===== src/hdl/gbn_pkg.sv =====
// ----------------------------------------------------------------------------
// gbn_pkg
// Shared widths, codes and controller/datapath link types for the go-back-n
// sender window.
// ----------------------------------------------------------------------------
package gbn_pkg;

  localparam int SEQ_W  = 3;   // sequence numbers modulo 8
  localparam int PAY_W  = 32;
  localparam int WIN    = 4;   // window slots
  localparam int IDX_W  = 2;   // slot index / result step
  localparam int CNT_W  = 3;   // outstanding count, 0..WIN
  localparam int FUNC_W = 2;
  localparam int TOP_W  = 2;
  localparam int KIND_W = 2;

  localparam logic [FUNC_W-1:0] FUNC_SEND    = 2'd0;
  localparam logic [FUNC_W-1:0] FUNC_ACK     = 2'd1;
  localparam logic [FUNC_W-1:0] FUNC_TIMEOUT = 2'd2;

  localparam logic [TOP_W-1:0] TOP_NONE    = 2'd0;
  localparam logic [TOP_W-1:0] TOP_START   = 2'd1;
  localparam logic [TOP_W-1:0] TOP_STOP    = 2'd2;
  localparam logic [TOP_W-1:0] TOP_RESTART = 2'd3;

  // What an accepted item turns into
  localparam logic [KIND_W-1:0] KIND_EMPTY  = 2'd0;
  localparam logic [KIND_W-1:0] KIND_SEND   = 2'd1;
  localparam logic [KIND_W-1:0] KIND_RESEND = 2'd2;
  localparam logic [KIND_W-1:0] KIND_STOP   = 2'd3;

  localparam logic [CNT_W-1:0] WIN_CNT = CNT_W'(WIN);

  typedef struct packed {
    logic             start;  // item accepted this cycle
    logic             load;   // load output register with result of step
    logic [IDX_W-1:0] step;
  } cmd_t;

  typedef struct packed {
    logic [IDX_W-1:0] last_idx;  // index of the final result of the item
  } sts_t;

endpackage


===== src/hdl/gbn_in_if.sv =====
// ----------------------------------------------------------------------------
// gbn_in_if
// Input item channel: valid/ready handshake with the request fields.
// ----------------------------------------------------------------------------
interface gbn_in_if;
  logic                      valid;
  logic                      ready;
  logic [gbn_pkg::FUNC_W-1:0] func;
  logic [gbn_pkg::PAY_W-1:0]  payload_word;
  logic [gbn_pkg::SEQ_W-1:0]  ack_number;
  logic                      ack_check_ok;
  logic [gbn_pkg::SEQ_W-1:0]  timeout_seq;

  modport source (
    output valid, func, payload_word, ack_number, ack_check_ok, timeout_seq,
    input  ready
  );
  modport sink (
    input  valid, func, payload_word, ack_number, ack_check_ok, timeout_seq,
    output ready
  );
endinterface


===== src/hdl/gbn_out_if.sv =====
// ----------------------------------------------------------------------------
// gbn_out_if
// Result item channel: valid/ready handshake with the result fields.
// ----------------------------------------------------------------------------
interface gbn_out_if;
  logic                      valid;
  logic                      ready;
  logic                      accepted;
  logic                      send_valid;
  logic [gbn_pkg::SEQ_W-1:0]  send_seq;
  logic [gbn_pkg::PAY_W-1:0]  send_payload;
  logic [gbn_pkg::TOP_W-1:0]  timer_op;
  logic [gbn_pkg::SEQ_W-1:0]  timer_seq;
  logic                      window_full;
  logic                      last;

  modport source (
    output valid, accepted, send_valid, send_seq, send_payload, timer_op,
           timer_seq, window_full, last,
    input  ready
  );
  modport sink (
    input  valid, accepted, send_valid, send_seq, send_payload, timer_op,
           timer_seq, window_full, last,
    output ready
  );
endinterface


===== src/hdl/gbn_ctrl.sv =====
// ----------------------------------------------------------------------------
// gbn_ctrl
// Sequencer: accepts one item when idle, then steps through its results,
// one per output register load.
// ----------------------------------------------------------------------------
module gbn_ctrl (
  input  logic          clk,
  input  logic          rst_n,
  input  logic          in_valid,
  output logic          in_ready,
  output logic          out_valid,
  input  logic          out_ready,
  input  gbn_pkg::sts_t sts,
  output gbn_pkg::cmd_t cmd
);

  localparam logic ST_IDLE = 1'b0;
  localparam logic ST_RUN  = 1'b1;

  logic                      state_r, state_nxt;
  logic [gbn_pkg::IDX_W-1:0] step_r, step_nxt;
  logic                      out_valid_r, out_valid_nxt;
  logic                      load;

  assign in_ready  = (state_r == ST_IDLE);
  assign out_valid = out_valid_r;
  assign load      = (state_r == ST_RUN) && (!out_valid_r || out_ready);

  assign cmd.start = in_valid && in_ready;
  assign cmd.load  = load;
  assign cmd.step  = step_r;

  always_comb begin
    state_nxt     = state_r;
    step_nxt      = step_r;
    out_valid_nxt = out_valid_r;
    if (out_valid_r && out_ready) begin
      out_valid_nxt = 1'b0;
    end
    case (state_r)
      ST_IDLE: begin
        if (in_valid) begin
          state_nxt = ST_RUN;
          step_nxt  = '0;
        end
      end
      ST_RUN: begin
        if (load) begin
          out_valid_nxt = 1'b1;
          // leave after the final result of the item is loaded
          if (step_r == sts.last_idx) begin
            state_nxt = ST_IDLE;
          end else begin
            step_nxt = step_r + 1'b1;
          end
        end
      end
      default: begin
        state_nxt = ST_IDLE;
      end
    endcase
  end

  always_ff @(posedge clk) begin
    if (!rst_n) begin
      state_r     <= ST_IDLE;
      step_r      <= '0;
      out_valid_r <= 1'b0;
    end else begin
      state_r     <= state_nxt;
      step_r      <= step_nxt;
      out_valid_r <= out_valid_nxt;
    end
  end

endmodule


===== src/hdl/gbn_dp.sv =====
// ----------------------------------------------------------------------------
// gbn_dp
// Window datapath: sequence state, payload store indexed by sequence number,
// item decode and the output register.
// ----------------------------------------------------------------------------
module gbn_dp (
  input  logic                       clk,
  input  logic                       rst_n,
  input  gbn_pkg::cmd_t              cmd,
  output gbn_pkg::sts_t              sts,
  input  logic [gbn_pkg::FUNC_W-1:0] in_func,
  input  logic [gbn_pkg::PAY_W-1:0]  in_payload_word,
  input  logic [gbn_pkg::SEQ_W-1:0]  in_ack_number,
  input  logic                       in_ack_check_ok,
  output logic                       out_accepted,
  output logic                       out_send_valid,
  output logic [gbn_pkg::SEQ_W-1:0]  out_send_seq,
  output logic [gbn_pkg::PAY_W-1:0]  out_send_payload,
  output logic [gbn_pkg::TOP_W-1:0]  out_timer_op,
  output logic [gbn_pkg::SEQ_W-1:0]  out_timer_seq,
  output logic                       out_window_full,
  output logic                       out_last
);

  // window state
  logic [gbn_pkg::SEQ_W-1:0]  next_seq_r, next_seq_nxt;
  logic [gbn_pkg::SEQ_W-1:0]  base_seq_r, base_seq_nxt;
  logic [gbn_pkg::CNT_W-1:0]  outs_r, outs_nxt;
  logic [gbn_pkg::PAY_W-1:0]  store_r [gbn_pkg::WIN];
  logic                       store_we;

  // current item
  logic [gbn_pkg::KIND_W-1:0] kind_r, kind_nxt;
  logic [gbn_pkg::SEQ_W-1:0]  jbase_r, jbase_nxt;
  logic [gbn_pkg::IDX_W-1:0]  last_idx_r, last_idx_nxt;

  // output register
  logic                       acc_r, sv_r, full_r, last_r;
  logic [gbn_pkg::SEQ_W-1:0]  sseq_r, tseq_r;
  logic [gbn_pkg::PAY_W-1:0]  spay_r;
  logic [gbn_pkg::TOP_W-1:0]  top_r;

  logic [gbn_pkg::SEQ_W-1:0]  prev_seq;
  logic [gbn_pkg::SEQ_W-1:0]  ack_off;
  logic [gbn_pkg::SEQ_W-1:0]  step_seq;
  logic                       has_pay;

  assign prev_seq = base_seq_r - 1'b1;
  assign ack_off  = in_ack_number - base_seq_r;
  assign step_seq = jbase_r + {1'b0, cmd.step};
  assign has_pay  = (kind_r == gbn_pkg::KIND_SEND) || (kind_r == gbn_pkg::KIND_RESEND);

  assign sts.last_idx = last_idx_r;

  // decode the item and update the window when it is accepted
  always_comb begin
    next_seq_nxt = next_seq_r;
    base_seq_nxt = base_seq_r;
    outs_nxt     = outs_r;
    kind_nxt     = kind_r;
    jbase_nxt    = jbase_r;
    last_idx_nxt = last_idx_r;
    store_we     = 1'b0;
    if (cmd.start) begin
      kind_nxt     = gbn_pkg::KIND_EMPTY;
      jbase_nxt    = base_seq_r;
      last_idx_nxt = '0;
      case (in_func)
        gbn_pkg::FUNC_SEND: begin
          if (outs_r != gbn_pkg::WIN_CNT) begin
            kind_nxt     = gbn_pkg::KIND_SEND;
            jbase_nxt    = next_seq_r;
            store_we     = 1'b1;
            outs_nxt     = outs_r + 1'b1;
            next_seq_nxt = next_seq_r + 1'b1;
            if (outs_r == '0) begin
              base_seq_nxt = next_seq_r;
            end
          end
        end
        gbn_pkg::FUNC_ACK: begin
          if (in_ack_check_ok) begin
            if (in_ack_number == prev_seq) begin
              if (outs_r != '0) begin
                kind_nxt     = gbn_pkg::KIND_RESEND;
                last_idx_nxt = gbn_pkg::IDX_W'(outs_r - 1'b1);
              end
            end else if (ack_off < outs_r) begin
              // stop timers from base through the acked number, slide base
              kind_nxt     = gbn_pkg::KIND_STOP;
              last_idx_nxt = ack_off[gbn_pkg::IDX_W-1:0];
              outs_nxt     = outs_r - ack_off - 1'b1;
              base_seq_nxt = in_ack_number + 1'b1;
            end
          end
        end
        gbn_pkg::FUNC_TIMEOUT: begin
          if (outs_r != '0) begin
            kind_nxt     = gbn_pkg::KIND_RESEND;
            last_idx_nxt = gbn_pkg::IDX_W'(outs_r - 1'b1);
          end
        end
        default: begin
          kind_nxt = gbn_pkg::KIND_EMPTY;
        end
      endcase
    end
  end

  always_ff @(posedge clk) begin
    if (!rst_n) begin
      next_seq_r <= '0;
      base_seq_r <= '0;
      outs_r     <= '0;
      kind_r     <= gbn_pkg::KIND_EMPTY;
      last_idx_r <= '0;
    end else begin
      next_seq_r <= next_seq_nxt;
      base_seq_r <= base_seq_nxt;
      outs_r     <= outs_nxt;
      kind_r     <= kind_nxt;
      last_idx_r <= last_idx_nxt;
    end
  end

  always_ff @(posedge clk) begin
    jbase_r <= jbase_nxt;
    if (store_we) begin
      store_r[next_seq_r[gbn_pkg::IDX_W-1:0]] <= in_payload_word;
    end
  end

  // build one result per load; outstanding slots are unique modulo the window
  always_ff @(posedge clk) begin
    if (cmd.load) begin
      acc_r  <= (kind_r == gbn_pkg::KIND_SEND);
      sv_r   <= has_pay;
      sseq_r <= has_pay ? step_seq : '0;
      spay_r <= has_pay ? store_r[step_seq[gbn_pkg::IDX_W-1:0]] : '0;
      tseq_r <= (kind_r == gbn_pkg::KIND_EMPTY) ? '0 : step_seq;
      full_r <= (outs_r == gbn_pkg::WIN_CNT);
      last_r <= (cmd.step == last_idx_r);
      case (kind_r)
        gbn_pkg::KIND_SEND:   top_r <= gbn_pkg::TOP_START;
        gbn_pkg::KIND_RESEND: top_r <= gbn_pkg::TOP_RESTART;
        gbn_pkg::KIND_STOP:   top_r <= gbn_pkg::TOP_STOP;
        default:              top_r <= gbn_pkg::TOP_NONE;
      endcase
    end
  end

  assign out_accepted     = acc_r;
  assign out_send_valid   = sv_r;
  assign out_send_seq     = sseq_r;
  assign out_send_payload = spay_r;
  assign out_timer_op     = top_r;
  assign out_timer_seq    = tseq_r;
  assign out_window_full  = full_r;
  assign out_last         = last_r;

endmodule


===== src/hdl/go_back_n_sender_window_core.sv =====
// ----------------------------------------------------------------------------
// go_back_n_sender_window_core
// Go-back-n sender window of four packets with sequence numbers modulo 8.
// ----------------------------------------------------------------------------
// Each accepted item (send, ack or timer expiry) produces one to four result
// items, the final one marked by last. The block takes one item at a time:
// after the accept cycle the sequencer in gbn_ctrl loads one result per cycle
// into the output register while the result side does not stall. A new
// item is accepted as soon as the final result is loaded, even while that
// result still waits to be taken. Payloads live in a four-entry store indexed
// by the low bits of the sequence number.
module go_back_n_sender_window_core (
  input  logic clk,
  input  logic rst_n,
  gbn_in_if.sink    in_chan,
  gbn_out_if.source out_chan
);

  gbn_pkg::cmd_t cmd;
  gbn_pkg::sts_t sts;

  gbn_ctrl u_ctrl (
    .clk       (clk),
    .rst_n     (rst_n),
    .in_valid  (in_chan.valid),
    .in_ready  (in_chan.ready),
    .out_valid (out_chan.valid),
    .out_ready (out_chan.ready),
    .sts       (sts),
    .cmd       (cmd)
  );

  gbn_dp u_dp (
    .clk              (clk),
    .rst_n            (rst_n),
    .cmd              (cmd),
    .sts              (sts),
    .in_func          (in_chan.func),
    .in_payload_word  (in_chan.payload_word),
    .in_ack_number    (in_chan.ack_number),
    .in_ack_check_ok  (in_chan.ack_check_ok),
    .out_accepted     (out_chan.accepted),
    .out_send_valid   (out_chan.send_valid),
    .out_send_seq     (out_chan.send_seq),
    .out_send_payload (out_chan.send_payload),
    .out_timer_op     (out_chan.timer_op),
    .out_timer_seq    (out_chan.timer_seq),
    .out_window_full  (out_chan.window_full),
    .out_last         (out_chan.last)
  );

endmodule


===== src/flat_wrapper.sv =====
// flat-port wrapper written by rule: the top's interface ports become plain ports
module go_back_n_sender_window_core_flat 
  (clk, rst_n, in_chan_valid, in_chan_func, in_chan_payload_word, in_chan_ack_number, in_chan_ack_check_ok, in_chan_timeout_seq, in_chan_ready, out_chan_valid, out_chan_accepted, out_chan_send_valid, out_chan_send_seq, out_chan_send_payload, out_chan_timer_op, out_chan_timer_seq, out_chan_window_full, out_chan_last, out_chan_ready);
  gbn_in_if in_chan_i ();
  gbn_out_if out_chan_i ();
  input  logic clk;
  input  logic rst_n;
  input wire logic [$bits(in_chan_i.valid)-1:0] in_chan_valid;
  input wire logic [$bits(in_chan_i.func)-1:0] in_chan_func;
  input wire logic [$bits(in_chan_i.payload_word)-1:0] in_chan_payload_word;
  input wire logic [$bits(in_chan_i.ack_number)-1:0] in_chan_ack_number;
  input wire logic [$bits(in_chan_i.ack_check_ok)-1:0] in_chan_ack_check_ok;
  input wire logic [$bits(in_chan_i.timeout_seq)-1:0] in_chan_timeout_seq;
  output wire logic [$bits(in_chan_i.ready)-1:0] in_chan_ready;
  output wire logic [$bits(out_chan_i.valid)-1:0] out_chan_valid;
  output wire logic [$bits(out_chan_i.accepted)-1:0] out_chan_accepted;
  output wire logic [$bits(out_chan_i.send_valid)-1:0] out_chan_send_valid;
  output wire logic [$bits(out_chan_i.send_seq)-1:0] out_chan_send_seq;
  output wire logic [$bits(out_chan_i.send_payload)-1:0] out_chan_send_payload;
  output wire logic [$bits(out_chan_i.timer_op)-1:0] out_chan_timer_op;
  output wire logic [$bits(out_chan_i.timer_seq)-1:0] out_chan_timer_seq;
  output wire logic [$bits(out_chan_i.window_full)-1:0] out_chan_window_full;
  output wire logic [$bits(out_chan_i.last)-1:0] out_chan_last;
  input wire logic [$bits(out_chan_i.ready)-1:0] out_chan_ready;
  assign in_chan_i.valid = in_chan_valid;
  assign in_chan_i.func = in_chan_func;
  assign in_chan_i.payload_word = in_chan_payload_word;
  assign in_chan_i.ack_number = in_chan_ack_number;
  assign in_chan_i.ack_check_ok = in_chan_ack_check_ok;
  assign in_chan_i.timeout_seq = in_chan_timeout_seq;
  assign in_chan_ready = in_chan_i.ready;
  assign out_chan_valid = out_chan_i.valid;
  assign out_chan_accepted = out_chan_i.accepted;
  assign out_chan_send_valid = out_chan_i.send_valid;
  assign out_chan_send_seq = out_chan_i.send_seq;
  assign out_chan_send_payload = out_chan_i.send_payload;
  assign out_chan_timer_op = out_chan_i.timer_op;
  assign out_chan_timer_seq = out_chan_i.timer_seq;
  assign out_chan_window_full = out_chan_i.window_full;
  assign out_chan_last = out_chan_i.last;
  assign out_chan_i.ready = out_chan_ready;
  go_back_n_sender_window_core u_core (.clk(clk), .rst_n(rst_n), .in_chan(in_chan_i), .out_chan(out_chan_i));
endmodule

===== config.mk =====
export PLATFORM = sky130hd
export DESIGN_NAME = go_back_n_sender_window_core_flat
export DESIGN_NICKNAME = d
export VERILOG_FILES = /design/src/hdl/gbn_pkg.sv /design/src/hdl/gbn_in_if.sv /design/src/hdl/gbn_out_if.sv /design/src/hdl/gbn_ctrl.sv /design/src/hdl/gbn_dp.sv /design/src/hdl/go_back_n_sender_window_core.sv /design/src/flat_wrapper.sv
export SDC_FILE = /design/constraint.sdc
export NUM_CORES = 1
export LEC_CHECK = 0
export ABC_CLOCK_PERIOD_IN_PS = 4050
export BUFFER_PORTS_ARGS = -buffer_cell sky130_fd_sc_hd__buf_2
export CAP_MARGIN = 40
export CORE_ASPECT_RATIO = 1.25
export CORE_MARGIN = 2
export CORE_UTILIZATION = 40
export DETAILED_ROUTE_END_ITERATION = 7
export HOLD_SLACK_MARGIN = 0.15
export MAX_ROUTING_LAYER = met4
export SLEW_MARGIN = 20
export SYNTH_ARGS = -nofsm -noshare
export SYNTH_HDL_FRONTEND = slang
export SYNTH_SLANG_ARGS = --single-unit

===== constraint.sdc =====
create_clock -name clk -period 4.05 [get_ports clk]
set_input_delay 0.6075 -clock clk [delete_from_list [all_inputs] [get_ports clk]]
set_output_delay 0.6075 -clock clk [all_outputs]
set_load 0.005 [all_outputs]

After elaboration in Yosys (flattened, before gate mapping)
Memory sizes are Yosys's and may differ from the RTL's. A register that Yosys moved wholly into a read port is not among the register bits.
Cells that the tools add are included.
- bits in writable memories: 128
- output and inout bits: 46
- memories kept: 1
- logic and storage cells: 103
- register bits: 32
- latch bits: 0
- bits in read-only memories: 0
- input port bits: 45
- eq/ne operators: 17
- multiplexer cells: 41
- divide/modulo/power cells: 0
- bitwise logic cells: 1
- shifts and indexed selects: 0
- order comparisons: 1
- add/sub/neg operators: 10
- reductions and logical operators: 16
- multiply operators: 0
- memories (memory ; words ; width ; read ports ; clocked after memory_dff ; wr ports ; RTL line ; RTL):
    u_core.u_dp.store_r ; 4 ; 32 ; 1 ; 1 ; 1 ; gbn_dp.sv:29 ; logic [gbn_pkg::PAY_W-1:0] store_r [gbn_pkg::WIN];
- operators with widths (cell ; count):
    $mux 3 ; 11
    $mux 2 ; 11
    $ne 2x2->1 const B ; 7
    $mux 1 ; 12
    $pmux 2 s3 ; 2
    $pmux 3 s2 ; 2
    $add 3x1->3 const B ; 3
    $pmux 2 s2 ; 2
    $reduce_and 7->1 ; 1
    $eq 2x2->1 const B ; 3
    $reduce_and 3->1 ; 2
    $reduce_and 6->1 ; 1
    $sub 3x1->3 const B ; 2
    $sub 3x3->3 ; 2
    $eq 2x1->1 const B ; 2
    $logic_not 2->1 ; 2
    $add 3x2->3 ; 1
    $eq 3x3->1 ; 1
    $eq 3x3->1 const B ; 1
    $logic_and 1x1->1 ; 3
    $logic_not 3->1 ; 1
    $lt 3x3->1 ; 1
    $ne 3x3->1 const B ; 1
    $reduce_bool 3->1 ; 1
    other kinds (9) ; 11

Logic depth before layout (Yosys ltp)
Gate-level depths: netlist (run 1).
- depth after elaboration: 7
- mapped depth: 11
- gate-level depth less buffers: 11

Modules after synthesis
Synthesis (run 1) repeated with hierarchy kept, for this count alone.
- cells, all modules: 430
- area, all modules: 7689.9 um^2
- modules (own cells, without submodules) (module ; cells each ; times used ; seq. area each (um^2) ; area each (um^2)):
    gbn_dp ; 406 ; 1 ; 5485.3 ; 7480.9
    gbn_ctrl ; 24 ; 1 ; 80.1 ; 209.0

Least setup slack after synthesis (run 1)
Ideal clock, no wire load.
- kind: input port to flip-flop
- start point: input out_chan_ready
- end point: register u_core.u_ctrl.step_r[0] in the netlist's numbering
- cell stages on the path: 5
- setup time: 115 ps
- path slack: 715 ps
- data required time: 3935 ps
- buffers on the path: 0
- data arrival time: 3220 ps
- cells stage by stage: nor2b_1 > nor2_1 > nand2_1 > and3_1 > o21a_1
- RTL lines (item ; RTL line ; RTL):
    start, declared ; flat_wrapper.sv:24 ; input wire logic [$bits(out_chan_i.ready)-1:0] out_chan_ready;
    end signal, assigned ; gbn_ctrl.sv:71 ; step_r <= step_nxt;
    end, declared ; gbn_ctrl.sv:21 ; logic [gbn_pkg::IDX_W-1:0] step_r, step_nxt;

Final worst setup path (run 1)
- start point: register u_core.u_dp.base_seq_r[0] in the netlist's numbering
- end point: register u_core.u_dp.base_seq_r[0] in the netlist's numbering
- word-level cells in the longest chain between the ends: 4
- elaborated cells on any way between the ends: 7
- classes of those cells: 2 x add/sub; 1 x order compare; 3 x eq/ne; 1 x reduce/logical
- RTL lines (item ; RTL line ; RTL):
    start, declared ; gbn_dp.sv:27 ; logic [gbn_pkg::SEQ_W-1:0] base_seq_r, base_seq_nxt;
    start signal, assigned ; gbn_dp.sv:119 ; base_seq_r <= base_seq_nxt;
    $sub 3x3->3 / $sub 3x1->3 (equally long branches) ; gbn_dp.sv:49, gbn_dp.sv:48 ;
    $lt 3x3->1 / $eq 3x3->1 (equally long branches) ; gbn_dp.sv:88, gbn_dp.sv:83 ;
    $ne 2x2->1 (no source line) ; n/a ;
    $reduce_and 7->1 (no source line) (*) ; n/a ;
Mark *: on every way between the ends. The rest lies on a longest branch, timed or not.
A chain may end at the register's enable or synchronous reset.

==> flow_metrics.py, run 1 <==
metrics = {
    "status": {
        "status": "completed",
    },
    "logic_synthesis": {
        "ys_seq_area_share_pct": 72.2,
        "synth_top_area_cell": "edfxtp_1",
        "syn_area_sq_um": 7710,
        "synth_ff_type": "edfxtp_1",
        "synth.area.top_cells": "edfxtp_1, mux4_2, dfxtp_1",
        "synthCells": 425,
        "synth-edff-count": 174,
        "syn-num-nets": 494,
        "ys_async_sr_fraction_pct": 0,
        "ys_warn_count": 0,
        "avgSynthCellArea_sq_um": 18.1,
        "synth_seq_cells": 191,
        "synth_top_area_share_pct": 67.8,
        "synth_cell_type_count": 49,
    },
    "pwr": {
        "ir_drop_mv": 0.264,
        "leakagePower_nw": 3.28,
        "p_per_area_nw_per_um2": 448,
    },
    "critical_path": {
        "slowest_stage": "or3_4",
        "path_common_cell": "ha_1",
        "arrival_ns": 3.11,
        "start_kind": "flop",
        "cpPeakStageDelay_ns": 0.41,
        "critical_path_class": "reg -> reg",
        "worstPathCellList": "ha_1, inv_1, fa_1, xnor2_1, ha_1, a21oi_1, a31oi_1, or3_4, a21oi_4, mux2i_1",
        "cp_max_fo": 4,
        "cp.required_ns": 4.40,
        "cp-end-kind": "flop",
    },
    "clock_tree": {
        "cts.sink_count": 191,
        "cts_root_buffer": "clkbuf_16",
        "cts_hold_buffers": 0,
        "cts-resized-gates": 0,
        "cts_buffers": 17,
        "clk_latency_ns": 0.43,
        "cts_setup_buffers": 0,
        "cts.path.max_buffers": 2,
        "clkTransAtPathRegs_ns": 0.07,
        "cts_max_level": 4,
        "cts_tree": "done",
    },
    "timing": {
        "hold_viol_final": 0,
        "max_slew_margin_pct": 55.8,
        "period_share_pct": 68.0,
        "clock.fmax_ghz": 0.363,
        "fin_tns_setup_ns": 0,
        "worst_slew_pin_slew_ns": 0.663,
        "fin_worst_skew_ns": 0.0100,
        "setup-violations-final": 0,
        "final-max-slew-violation-count": 0,
        "fin_crit_ns": 2.75,
        "rsz0062_at_grt": "false",
    },
    "floorplan": {
        "dieArea_sq_um": 20400,
        "rows": 56,
        "core_sq_um": 18800,
        "die_x_um": 128,
        "start_util_pct": 40.9,
        "ios": 91,
        "die-height_um": 159,
    },
    "cells_and_area": {
        "fillers": 1564,
        "multiInputGateArea_sq_um": 2010,
        "stdcell_count": 771,
        "fin_nets": 596,
        "ff_latch_area_sq_um": 5570,
        "mostFrequentLayoutCells": "edfxtp_1, buf_2, and2_1",
        "fin_area_sq_um": 9060,
        "area_delta_synth_final_pct": 17.6,
        "final_common_cell": "edfxtp_1",
        "drive_above_1_share_pct": 32.5,
    },
    "detailed_routing": {
        "dr.pass1.iters": 4,
        "drtIter0Drc": 339,
        "drcViolationCount": 0,
        "viasPerCell": 5.02,
        "vias": 3873,
        "antenna_left": 0,
        "wirelength_um": 14200,
        "routedWlPerCell_um": 18.4,
    },
    "worst_hold_path": {
        "min_path_type": "in -> reg",
    },
    "placement": {
        "dpl-instance-area_sq_um": 8460,
        "place_hpwl_um": 9150,
        "portBuffers": 87,
        "place_inst": 739,
        "gp_congestion": 0.739,
    },
    "job": {
        "drv_cap": 0,
    },
    "grt": {
        "grt_pass1_wl_um": 22400,
        "grt-ovfl-total": 0,
        "grt_start_max_net_pins": 37,
        "grt_use_total_pct": 15.1,
        "grt_pass1_vias": 4102,
        "antenna_found_initial": 1,
    },
}
==> metrics by stage <==
step           worst slack [ns]  utilization, %  hold WS, ns  power (mW)
3_5_place_dp              0.937            44.9        0.471        2.48
4_1_cts                    1.27            47.9        0.368        4.10
6_report                   1.30            48.1        0.394        4.06
3_3_place_gp               1.00            44.9        0.465        2.47
5_1_grt                    1.12            48.1        0.374        4.21
2_1_floorplan             0.715               -        0.448        2.38
==> critical path: cells and delay by family (launching register included) <==
family | cells | cell delay (ns)
muxes | 1 | 0.20
adders and majority gates | 3 | 0.86
AOI/OAI and AO/OA | 3 | 0.63
and+or+nand+nor | 1 | 0.41
xor gates and xnor gates | 1 | 0.14
DFF | 1 | 0.39
buffers and inverters | 1 | 0.05
==> path summary, 6_finish.rpt <==
check	start	endpoint	slack [ns]	cells after the start
max	u_core.u_dp.base_seq_r[0]$_SDFFE_PN0P_	u_core.u_dp.base_seq_r[0]$_SDFFE_PN0P_	1.30	10
max reg2reg	u_core.u_dp.base_seq_r[0]$_SDFFE_PN0P_	u_core.u_dp.base_seq_r[0]$_SDFFE_PN0P_	1.30	10
min	in_chan_payload_word[24]	u_core.u_dp.store_r[2][24]$_DFFE_PP_	0.39	1
min reg2reg	u_core.u_dp.base_seq_r[1]$_SDFFE_PN0P_	u_core.u_dp.base_seq_r[1]$_SDFFE_PN0P_	0.48	2
==> synth_stat cells, types with 2 or more instances <==
library cell  number
a21oi_1            4
a31oi_1            2
a32o_1             3
and2_1            40
and3_1             5
buf_2              4
clkbuf_1          10
dfxtp_1           17
edfxtp_1         174
fa_1               3
ha_1              21
inv_1             21
mux2i_1            4
mux4_2            32
nand2_1           19
nand2b_1           5
nand3_1            2
nor2_1             7
nor2b_1            5
o211ai_1           3
o21a_1             2
o21ai_0            6
o21ai_1            2
xnor2_1            8
xor2_1             2
==> report_power, final <==
group          internal, mW  total (mW)  switching, mW
Sequential             2.19        2.20         0.0119
Clock                 0.914        1.63          0.716
Combinational         0.107       0.235          0.129
==> layer usage <==
metal,track usage [%],wire length (um),up-vias
met5,-,0,-
li1,-,-,1825
met4,5.14,229,0
met2,25.0,7280,78
met3,3.83,478,20
met1,18.0,6190,1950
==> flip-flops by register name, summed over array words and instances, names as in the netlist, 2 cells and up <==
| signal | cells |
|---|---|
| u_core.u_ctrl.step_r | 2 |
| u_core.u_dp.base_seq_r | 3 |
| u_core.u_dp.jbase_r | 3 |
| u_core.u_dp.kind_r | 2 |
| u_core.u_dp.next_seq_r | 3 |
| u_core.u_dp.out_send_payload | 32 |
| u_core.u_dp.out_send_seq | 3 |
| u_core.u_dp.out_timer_seq | 3 |
| u_core.u_dp.outs_r | 3 |
| u_core.u_dp.store_r | 128 |
| u_core.u_dp.sts | 2 |
==> cell type report <==
| cell class | count | share of cell area [%] |
|---|---|---|
| Clock inverter | 11 | 1.49 |
| Multi-Input combinational cell | 197 | 22.2 |
| Sequential cell | 191 | 61.4 |
| Tap cell | 232 | 3.20 |
| Timing Repair Buffer | 99 | 6.02 |
| Inverter | 21 | 0.870 |
| Clock buffer | 19 | 4.78 |
| Antenna cell | 1 | 0.0276 |
==> cell families (layout without fill, tap and decap cells) <==
kind of cell	after synthesis	after routing	synth area share [%]
DFF	191	191	72.2
and+or+nand+nor	92	92	7.08
muxes	37	37	10.0
buffers and inverters	37	150	1.92
AOI/OAI and AO/OA	33	33	3.13
adders and majority gates	24	24	4.19
xor gates and xnor gates	11	11	1.46
other	0	1	0
Note: power is estimated with default switching activity, not from simulation.
==> inputs of run 2 (changes only) <==
--- a/config.mk
+++ b/config.mk
@@ -5,7 +5,7 @@
 export SDC_FILE = /design/constraint.sdc
 export NUM_CORES = 1
 export LEC_CHECK = 0
-export ABC_CLOCK_PERIOD_IN_PS = 4050
+export ABC_CLOCK_PERIOD_IN_PS = 2650
 export BUFFER_PORTS_ARGS = -buffer_cell sky130_fd_sc_hd__buf_2
 export CAP_MARGIN = 40
 export CORE_ASPECT_RATIO = 1.25
==> constraint.sdc (replaced) <==
create_clock -name clk -period 2.65 [get_ports clk]
set_input_delay 0.3975 -clock clk [delete_from_list [all_inputs] [get_ports clk]]
set_output_delay 0.3975 -clock clk [all_outputs]
set_load 0.005 [all_outputs]
==> run 2 against run 1 <==
- global-route usage rose by 0.44 points
- wire length rose by 2.5%
- largest cell class unchanged
- sequential share of layout area fell by 1.0 points
- count of clock-buffer cells in the layout fell by 2
- critical path depth did not move
- critical path type unchanged
- register-to-register slack got worse by 1.2 ns
- design area rose by 1.8%
- fmax rose by 7.9%
- worst setup slack got worse by 1.2 ns
- clock power rose by 52%
==> flow_metrics.py, run 2 (synthesis gave the netlist of run 1 again) <==
metrics = {
    "detailed_routing": {
        "wl_met1_um": 6160,
        "dr.pass1.iters": 4,
        "route.met3.wl_um": 608,
        "antenna_left": 0,
        "routedWlPerCell_um": 18.6,
        "drcViolationCount": 0,
        "vias": 4008,
        "viasPerCell": 5.14,
        "met2_length_um": 7520,
        "highest_layer": "met4",
        "wirelength_um": 14500,
        "drtIter0Drc": 305,
    },
    "cells_and_area": {
        "multiInputGateArea_sq_um": 2040,
        "largest_register_ffs": 128,
        "final_common_cell": "edfxtp_1",
        "ff_latch_area_sq_um": 5570,
        "area_delta_synth_final_pct": 19.6,
        "fillers": 1578,
        "antennaDiodeCount": 0,
        "fin_area_sq_um": 9220,
        "drive_above_1_share_pct": 34.9,
        "fin_nets": 604,
        "mostFrequentLayoutCells": "edfxtp_1, buf_2, and2_1",
    },
    "pwr": {
        "ir_drop_mv": 0.381,
        "p_per_area_nw_per_um2": 674,
        "leakagePower_nw": 3.34,
    },
    "critical_path": {
        "cp.required_ns": 3.01,
        "start_kind": "flop",
        "cp-end-kind": "flop",
        "rr_endpoint": "u_core.u_dp.base_seq_r[2]$_SDFFE_PN0P_",
        "endpoint": "u_core.u_dp.base_seq_r[2]$_SDFFE_PN0P_",
        "r2r_setup_slack_ns": 0.1,
        "cp-startpoint": "u_core.u_dp.base_seq_r[0]$_SDFFE_PN0P_",
        "reg2reg_from": "u_core.u_dp.base_seq_r[0]$_SDFFE_PN0P_",
        "cp_max_fo": 3,
        "critical_path_class": "reg -> reg",
        "arrival_ns": 2.91,
        "ff2ff_path_depth": 10,
    },
    "clock_tree": {
        "cts_buffers": 17,
        "cts_hold_buffers": 0,
        "cts.sink_count": 191,
        "cts_max_level": 4,
        "cts_root_buffer": "clkbuf_16",
        "clkTransAtPathRegs_ns": 0.07,
        "clk_latency_ns": 0.43,
        "cts_tree": "done",
        "cts.path.max_buffers": 2,
    },
    "floorplan": {
        "die-height_um": 159,
        "die_x_um": 128,
        "dieArea_sq_um": 20400,
        "start_util_pct": 40.9,
        "ios": 91,
        "rows": 56,
        "core_sq_um": 18800,
    },
    "timing": {
        "setup-violations-final": 0,
        "hold_viol_final": 0,
        "worst_slew_pin_slew_ns": 0.428,
        "final-max-slew-violation-count": 0,
        "fin_crit_ns": 2.55,
        "clock.fmax_ghz": 0.392,
        "fin_worst_skew_ns": 0.00942,
        "period_share_pct": 96.3,
        "max_slew_margin_pct": 71.5,
        "whs_ns": 0.178,
    },
    "grt": {
        "antenna_found_initial": 0,
        "grt_start_max_net_pins": 41,
        "grt_pass1_vias": 4240,
        "grt_use_total_pct": 15.6,
        "grt-ovfl-total": 0,
        "grt_pass1_wl_um": 23000,
    },
    "worst_hold_path": {
        "min_path_type": "in -> reg",
        "hold_depth": 1,
    },
    "job": {
        "drv_cap": 0,
    },
    "status": {
        "status": "completed",
    },
    "placement": {
        "dpl-instance-area_sq_um": 8600,
        "place_hpwl_um": 9120,
        "gp_congestion": 0.837,
        "portBuffers": 87,
    },
}
==> run 2: cell types whose count changed in the layout (fill, tap and decap cells not counted), sizes merged <==
cell and delta:
clkinv +4, diode -1, buf +8, clkinvlp +1, clkbuf -2, bufinv -1
==> run 2: repair_timing <==
item | CTS | global route
setup endpoints to repair | 3 | 8
gates resized for setup | 2 | 4
pin swaps | 0 | 4
setup buffers | 0 | 1
==> run 2: per-layer routing <==
metal / GRT usage [%] / vias up
met5: - / -
met4: 5.34 / 0
met1: 18.5 / 2038
li1: - / 1845
met3: 3.83 / 19
met2: 25.9 / 106
==> run 2: cell type report <==
type	instances	area share, %
Clock buffer	17	4.61
Multi-Input combinational cell	197	22.1
Clock inverter	15	1.72
Inverter	21	0.855
Tap cell	232	3.15
Timing Repair Buffer	107	7.16
Sequential cell	191	60.4
==> run 2: metrics by stage <==
step / std cells / setup TNS (ns) / utilization (%) / setup slack [ns] / total power, mW
2_1_floorplan: 425 / 0 / - / 0.108 / 3.64
3_3_place_gp: 747 / -0.539 / 45.6 / -0.111 / 3.79
3_5_place_dp: 747 / -1.46 / 45.6 / -0.236 / 3.81
4_1_cts: 779 / 0 / 48.8 / 0.0240 / 6.29
5_1_grt: 780 / -0.00730 / 48.9 / -0.00730 / 6.46
6_report: 780 / 0 / 48.9 / 0.0974 / 6.22
==> run 2: how the worst min path moves through the flow <==
| stage | startpoint | to |
|---|---|---|
| final | in_chan_payload_word[14] | u_core.u_dp.store_r[1][14]$_DFFE_PP_ |
| after global routing | in_chan_payload_word[14] | u_core.u_dp.store_r[2][14]$_DFFE_PP_ |
| after CTS | in_chan_payload_word[14] | u_core.u_dp.store_r[1][14]$_DFFE_PP_ |
| after detailed placement | u_core.u_dp.base_seq_r[1]$_SDFFE_PN0P_ | u_core.u_dp.base_seq_r[1]$_SDFFE_PN0P_ |
| after global placement | u_core.u_dp.base_seq_r[1]$_SDFFE_PN0P_ | u_core.u_dp.base_seq_r[1]$_SDFFE_PN0P_ |
| after floorplan | u_core.u_dp.base_seq_r[1]$_SDFFE_PN0P_ | u_core.u_dp.base_seq_r[1]$_SDFFE_PN0P_ |
==> run 2: where the power goes <==
group | internal, mW | switching [mW] | total, mW
Clock | 1.33 | 1.15 | 2.47
Combinational | 0.178 | 0.209 | 0.387
Sequential | 3.34 | 0.0192 | 3.36
Total | 4.84 | 1.38 | 6.22
==> run 2: worst max-delay path, cell delays in order, from the launching register on <==
cell,delay (ns)
dfxtp_2,0.34
ha_1,0.14
inv_1,0.05
fa_2,0.34
xnor2_1,0.14
ha_1,0.36
nand3b_1,0.20
a31oi_4,0.13
or3_4,0.39
a21oi_4,0.18
mux2i_1,0.21
==> inputs of run 3 (changes only) <==
--- a/config.mk
+++ b/config.mk
@@ -14,6 +14,7 @@
 export DETAILED_ROUTE_END_ITERATION = 7
 export HOLD_SLACK_MARGIN = 0.15
 export MAX_ROUTING_LAYER = met4
+export SETUP_SLACK_MARGIN = 0.4
 export SLEW_MARGIN = 20
 export SYNTH_ARGS = -nofsm -noshare
 export SYNTH_HDL_FRONTEND = slang
==> run 3 against run 2 <==
- sequential share of layout area fell by 0.18 points
- count of clock-buffer cells in the layout unchanged
- wire length shrank 1.1%
- flip-flop and latch count unchanged
- critical path depth did not move
- design area grew 0.34%
- total power rose by 0.13%
- global-route usage is 0.19 points lower
- largest power group unchanged
- worst hold slack improved by 0.0063 ns
==> flow_metrics.py, run 3 (synthesis gave the netlist of run 1 again) <==
metrics = {
    "status": {
        "status": "completed",
    },
    "detailed_routing": {
        "vias": 3963,
        "drcViolationCount": 0,
        "drtIter0Drc": 316,
        "viasPerCell": 5.09,
        "dr.pass1.iters": 4,
        "wirelength_um": 14400,
        "antenna_left": 0,
        "routedWlPerCell_um": 18.5,
    },
    "pwr": {
        "p_per_area_nw_per_um2": 673,
        "netSwitchingFraction_pct": 22.2,
        "pwr-share-clk_pct": 39.9,
        "p_int_mw": 4.84,
        "ir_drop_mv": 0.429,
        "total_power_mw": 6.23,
        "power_frac_comb_pct": 6.2,
        "leakagePower_nw": 3.33,
        "seqPwrFrac_pct": 53.9,
        "switching_power_mw": 1.38,
    },
    "timing": {
        "hold_viol_final": 0,
        "final-max-slew-violation-count": 0,
        "max_slew_margin_pct": 68.0,
        "rsz0062_at_grt": "true",
        "fin_worst_skew_ns": 0.0158,
        "worst_slew_pin_slew_ns": 0.476,
        "fin_tns_setup_ns": 0,
        "clock.fmax_ghz": 0.415,
        "whs_ns": 0.184,
        "setup-violations-final": 0,
        "period_share_pct": 90.9,
        "fin_crit_ns": 2.41,
    },
    "clock_tree": {
        "cts_max_level": 4,
        "cts_root_buffer": "clkbuf_16",
        "cts_buffers": 17,
        "cts_tree": "done",
        "cts_hold_buffers": 0,
        "clkTransAtPathRegs_ns": 0.07,
        "clk_latency_ns": 0.43,
        "cts.sink_count": 191,
        "cts.path.max_buffers": 2,
    },
    "critical_path": {
        "cp-end-kind": "flop",
        "ff2ff_path_depth": 10,
        "arrival_ns": 2.76,
        "critical_path_class": "reg -> reg",
        "start_kind": "flop",
        "r2r_setup_slack_ns": 0.24,
        "cp_max_fo": 3,
        "slowest_stage": "or3_4",
        "reg2reg_from": "u_core.u_dp.base_seq_r[0]$_SDFFE_PN0P_",
        "worstPathCellList": "ha_4, inv_2, fa_2, xnor2_2, ha_4, a21oi_4, a31oi_2, or3_4, a21oi_4, mux2i_1",
        "cp.required_ns": 3.00,
        "cpPeakStageDelay_ns": 0.39,
        "rr_endpoint": "u_core.u_dp.base_seq_r[0]$_SDFFE_PN0P_",
    },
    "floorplan": {
        "start_util_pct": 40.9,
        "die-height_um": 159,
        "dieArea_sq_um": 20400,
        "die_x_um": 128,
        "ios": 91,
        "core_sq_um": 18800,
        "rows": 56,
    },
    "grt": {
        "grt_start_max_net_pins": 41,
        "grt_pass1_vias": 4294,
        "grt_pass1_wl_um": 22900,
        "grt-ovfl-total": 0,
        "antenna_found_initial": 1,
        "grt_use_total_pct": 15.4,
    },
    "worst_hold_path": {
        "min_from": "in_chan_payload_word[19]",
        "hold_depth": 1,
        "min_path_type": "in -> reg",
        "hold_end": "u_core.u_dp.store_r[2][19]$_DFFE_PP_",
    },
    "placement": {
        "place_hpwl_um": 9150,
        "dpl-instance-area_sq_um": 8600,
        "portBuffers": 87,
        "place_inst": 744,
        "gp_congestion": 0.808,
    },
    "cells_and_area": {
        "mostFrequentLayoutCells": "edfxtp_1, buf_2, and2_1",
        "stdcell_count": 778,
        "fin_nets": 601,
        "area_delta_synth_final_pct": 20.0,
        "largest_register_ffs": 128,
        "final_common_cell": "edfxtp_1",
        "drive_above_1_share_pct": 36.3,
        "fin_area_sq_um": 9250,
    },
    "job": {
        "drv_cap": 0,
    },
}
run 3: area by class of cell:
cell class,instances,area [sq um]
clock inverters,15,154
flip-flops and latches,191,5570
inverters,21,91.3
clock buffers,17,425
fillers,1575,9600
well taps,232,290
diodes,1,2.50
multi-input cells,197,2090
repair buffers,104,633
run 3: routing by layer:
layer / wire length (um) / vias to the layer above / GRT usage (%) / share of wire (%)
li1: - / 1843 / - / -
met1: 6060 / 2014 / 18.1 / 42
met2: 7540 / 89 / 25.8 / 52
met3: 557 / 17 / 3.80 / 3.9
met4: 213 / 0 / 5.09 / 1.5
met5: 0 / - / - / 0
run 3: power groups by stage:
stage | Clock (mW) | Sequential [mW] | Combinational, mW
5_1_grt | 2.65 | 3.36 | 0.430
3_5_place_dp | 0 | 3.43 | 0.383
2_1_floorplan | 0 | 3.43 | 0.220
6_report | 2.48 | 3.36 | 0.388
3_3_place_gp | 0 | 3.42 | 0.372
4_1_cts | 2.53 | 3.36 | 0.388
run 3: repair_timing:
action | CTS | global route
endpoints found under the setup margin | 52 | 24
resized for setup | 8 | 5
setup buffers | 1 | 0
pin swaps | 8 | 2
run 3: stage by stage:
stage | util [%] | setup slack, ns
after global placement | 45.7 | -0.0178
final | 49.1 | 0.242
after detailed placement | 45.7 | -0.0891
after floorplan | - | 0.206
after global routing | 49.1 | 0.185
after CTS | 48.9 | 0.187
run 3: critical path, delay by kind of cell, from the launching register on:
kind | cells | cell delay (ns)
flip-flops | 1 | 0.36
AO/OA/AOI/OAI | 3 | 0.44
AND/OR/NAND/NOR | 1 | 0.39
XOR/XNOR | 1 | 0.19
adder cells (fa/ha/maj) | 3 | 0.72
multiplexers | 1 | 0.20
buffers and inverters | 1 | 0.03
run 3: worst max path at each step:
stage	from	end	slack [ns]	depth (start not counted)
global placement	in_chan_ack_number[0]	u_core.u_dp.base_seq_r[2]$_SDFFE_PN0P_	-0.02	12
detailed placement	in_chan_ack_number[0]	u_core.u_dp.base_seq_r[0]$_SDFFE_PN0P_	-0.09	12
global route	u_core.u_dp.base_seq_r[0]$_SDFFE_PN0P_	u_core.u_dp.base_seq_r[0]$_SDFFE_PN0P_	0.18	10
floorplan	in_chan_ack_number[0]	u_core.u_dp.base_seq_r[0]$_SDFFE_PN0P_	0.21	11
CTS	u_core.u_dp.base_seq_r[0]$_SDFFE_PN0P_	u_core.u_dp.base_seq_r[0]$_SDFFE_PN0P_	0.19	10
finish	u_core.u_dp.base_seq_r[0]$_SDFFE_PN0P_	u_core.u_dp.base_seq_r[0]$_SDFFE_PN0P_	0.24	10
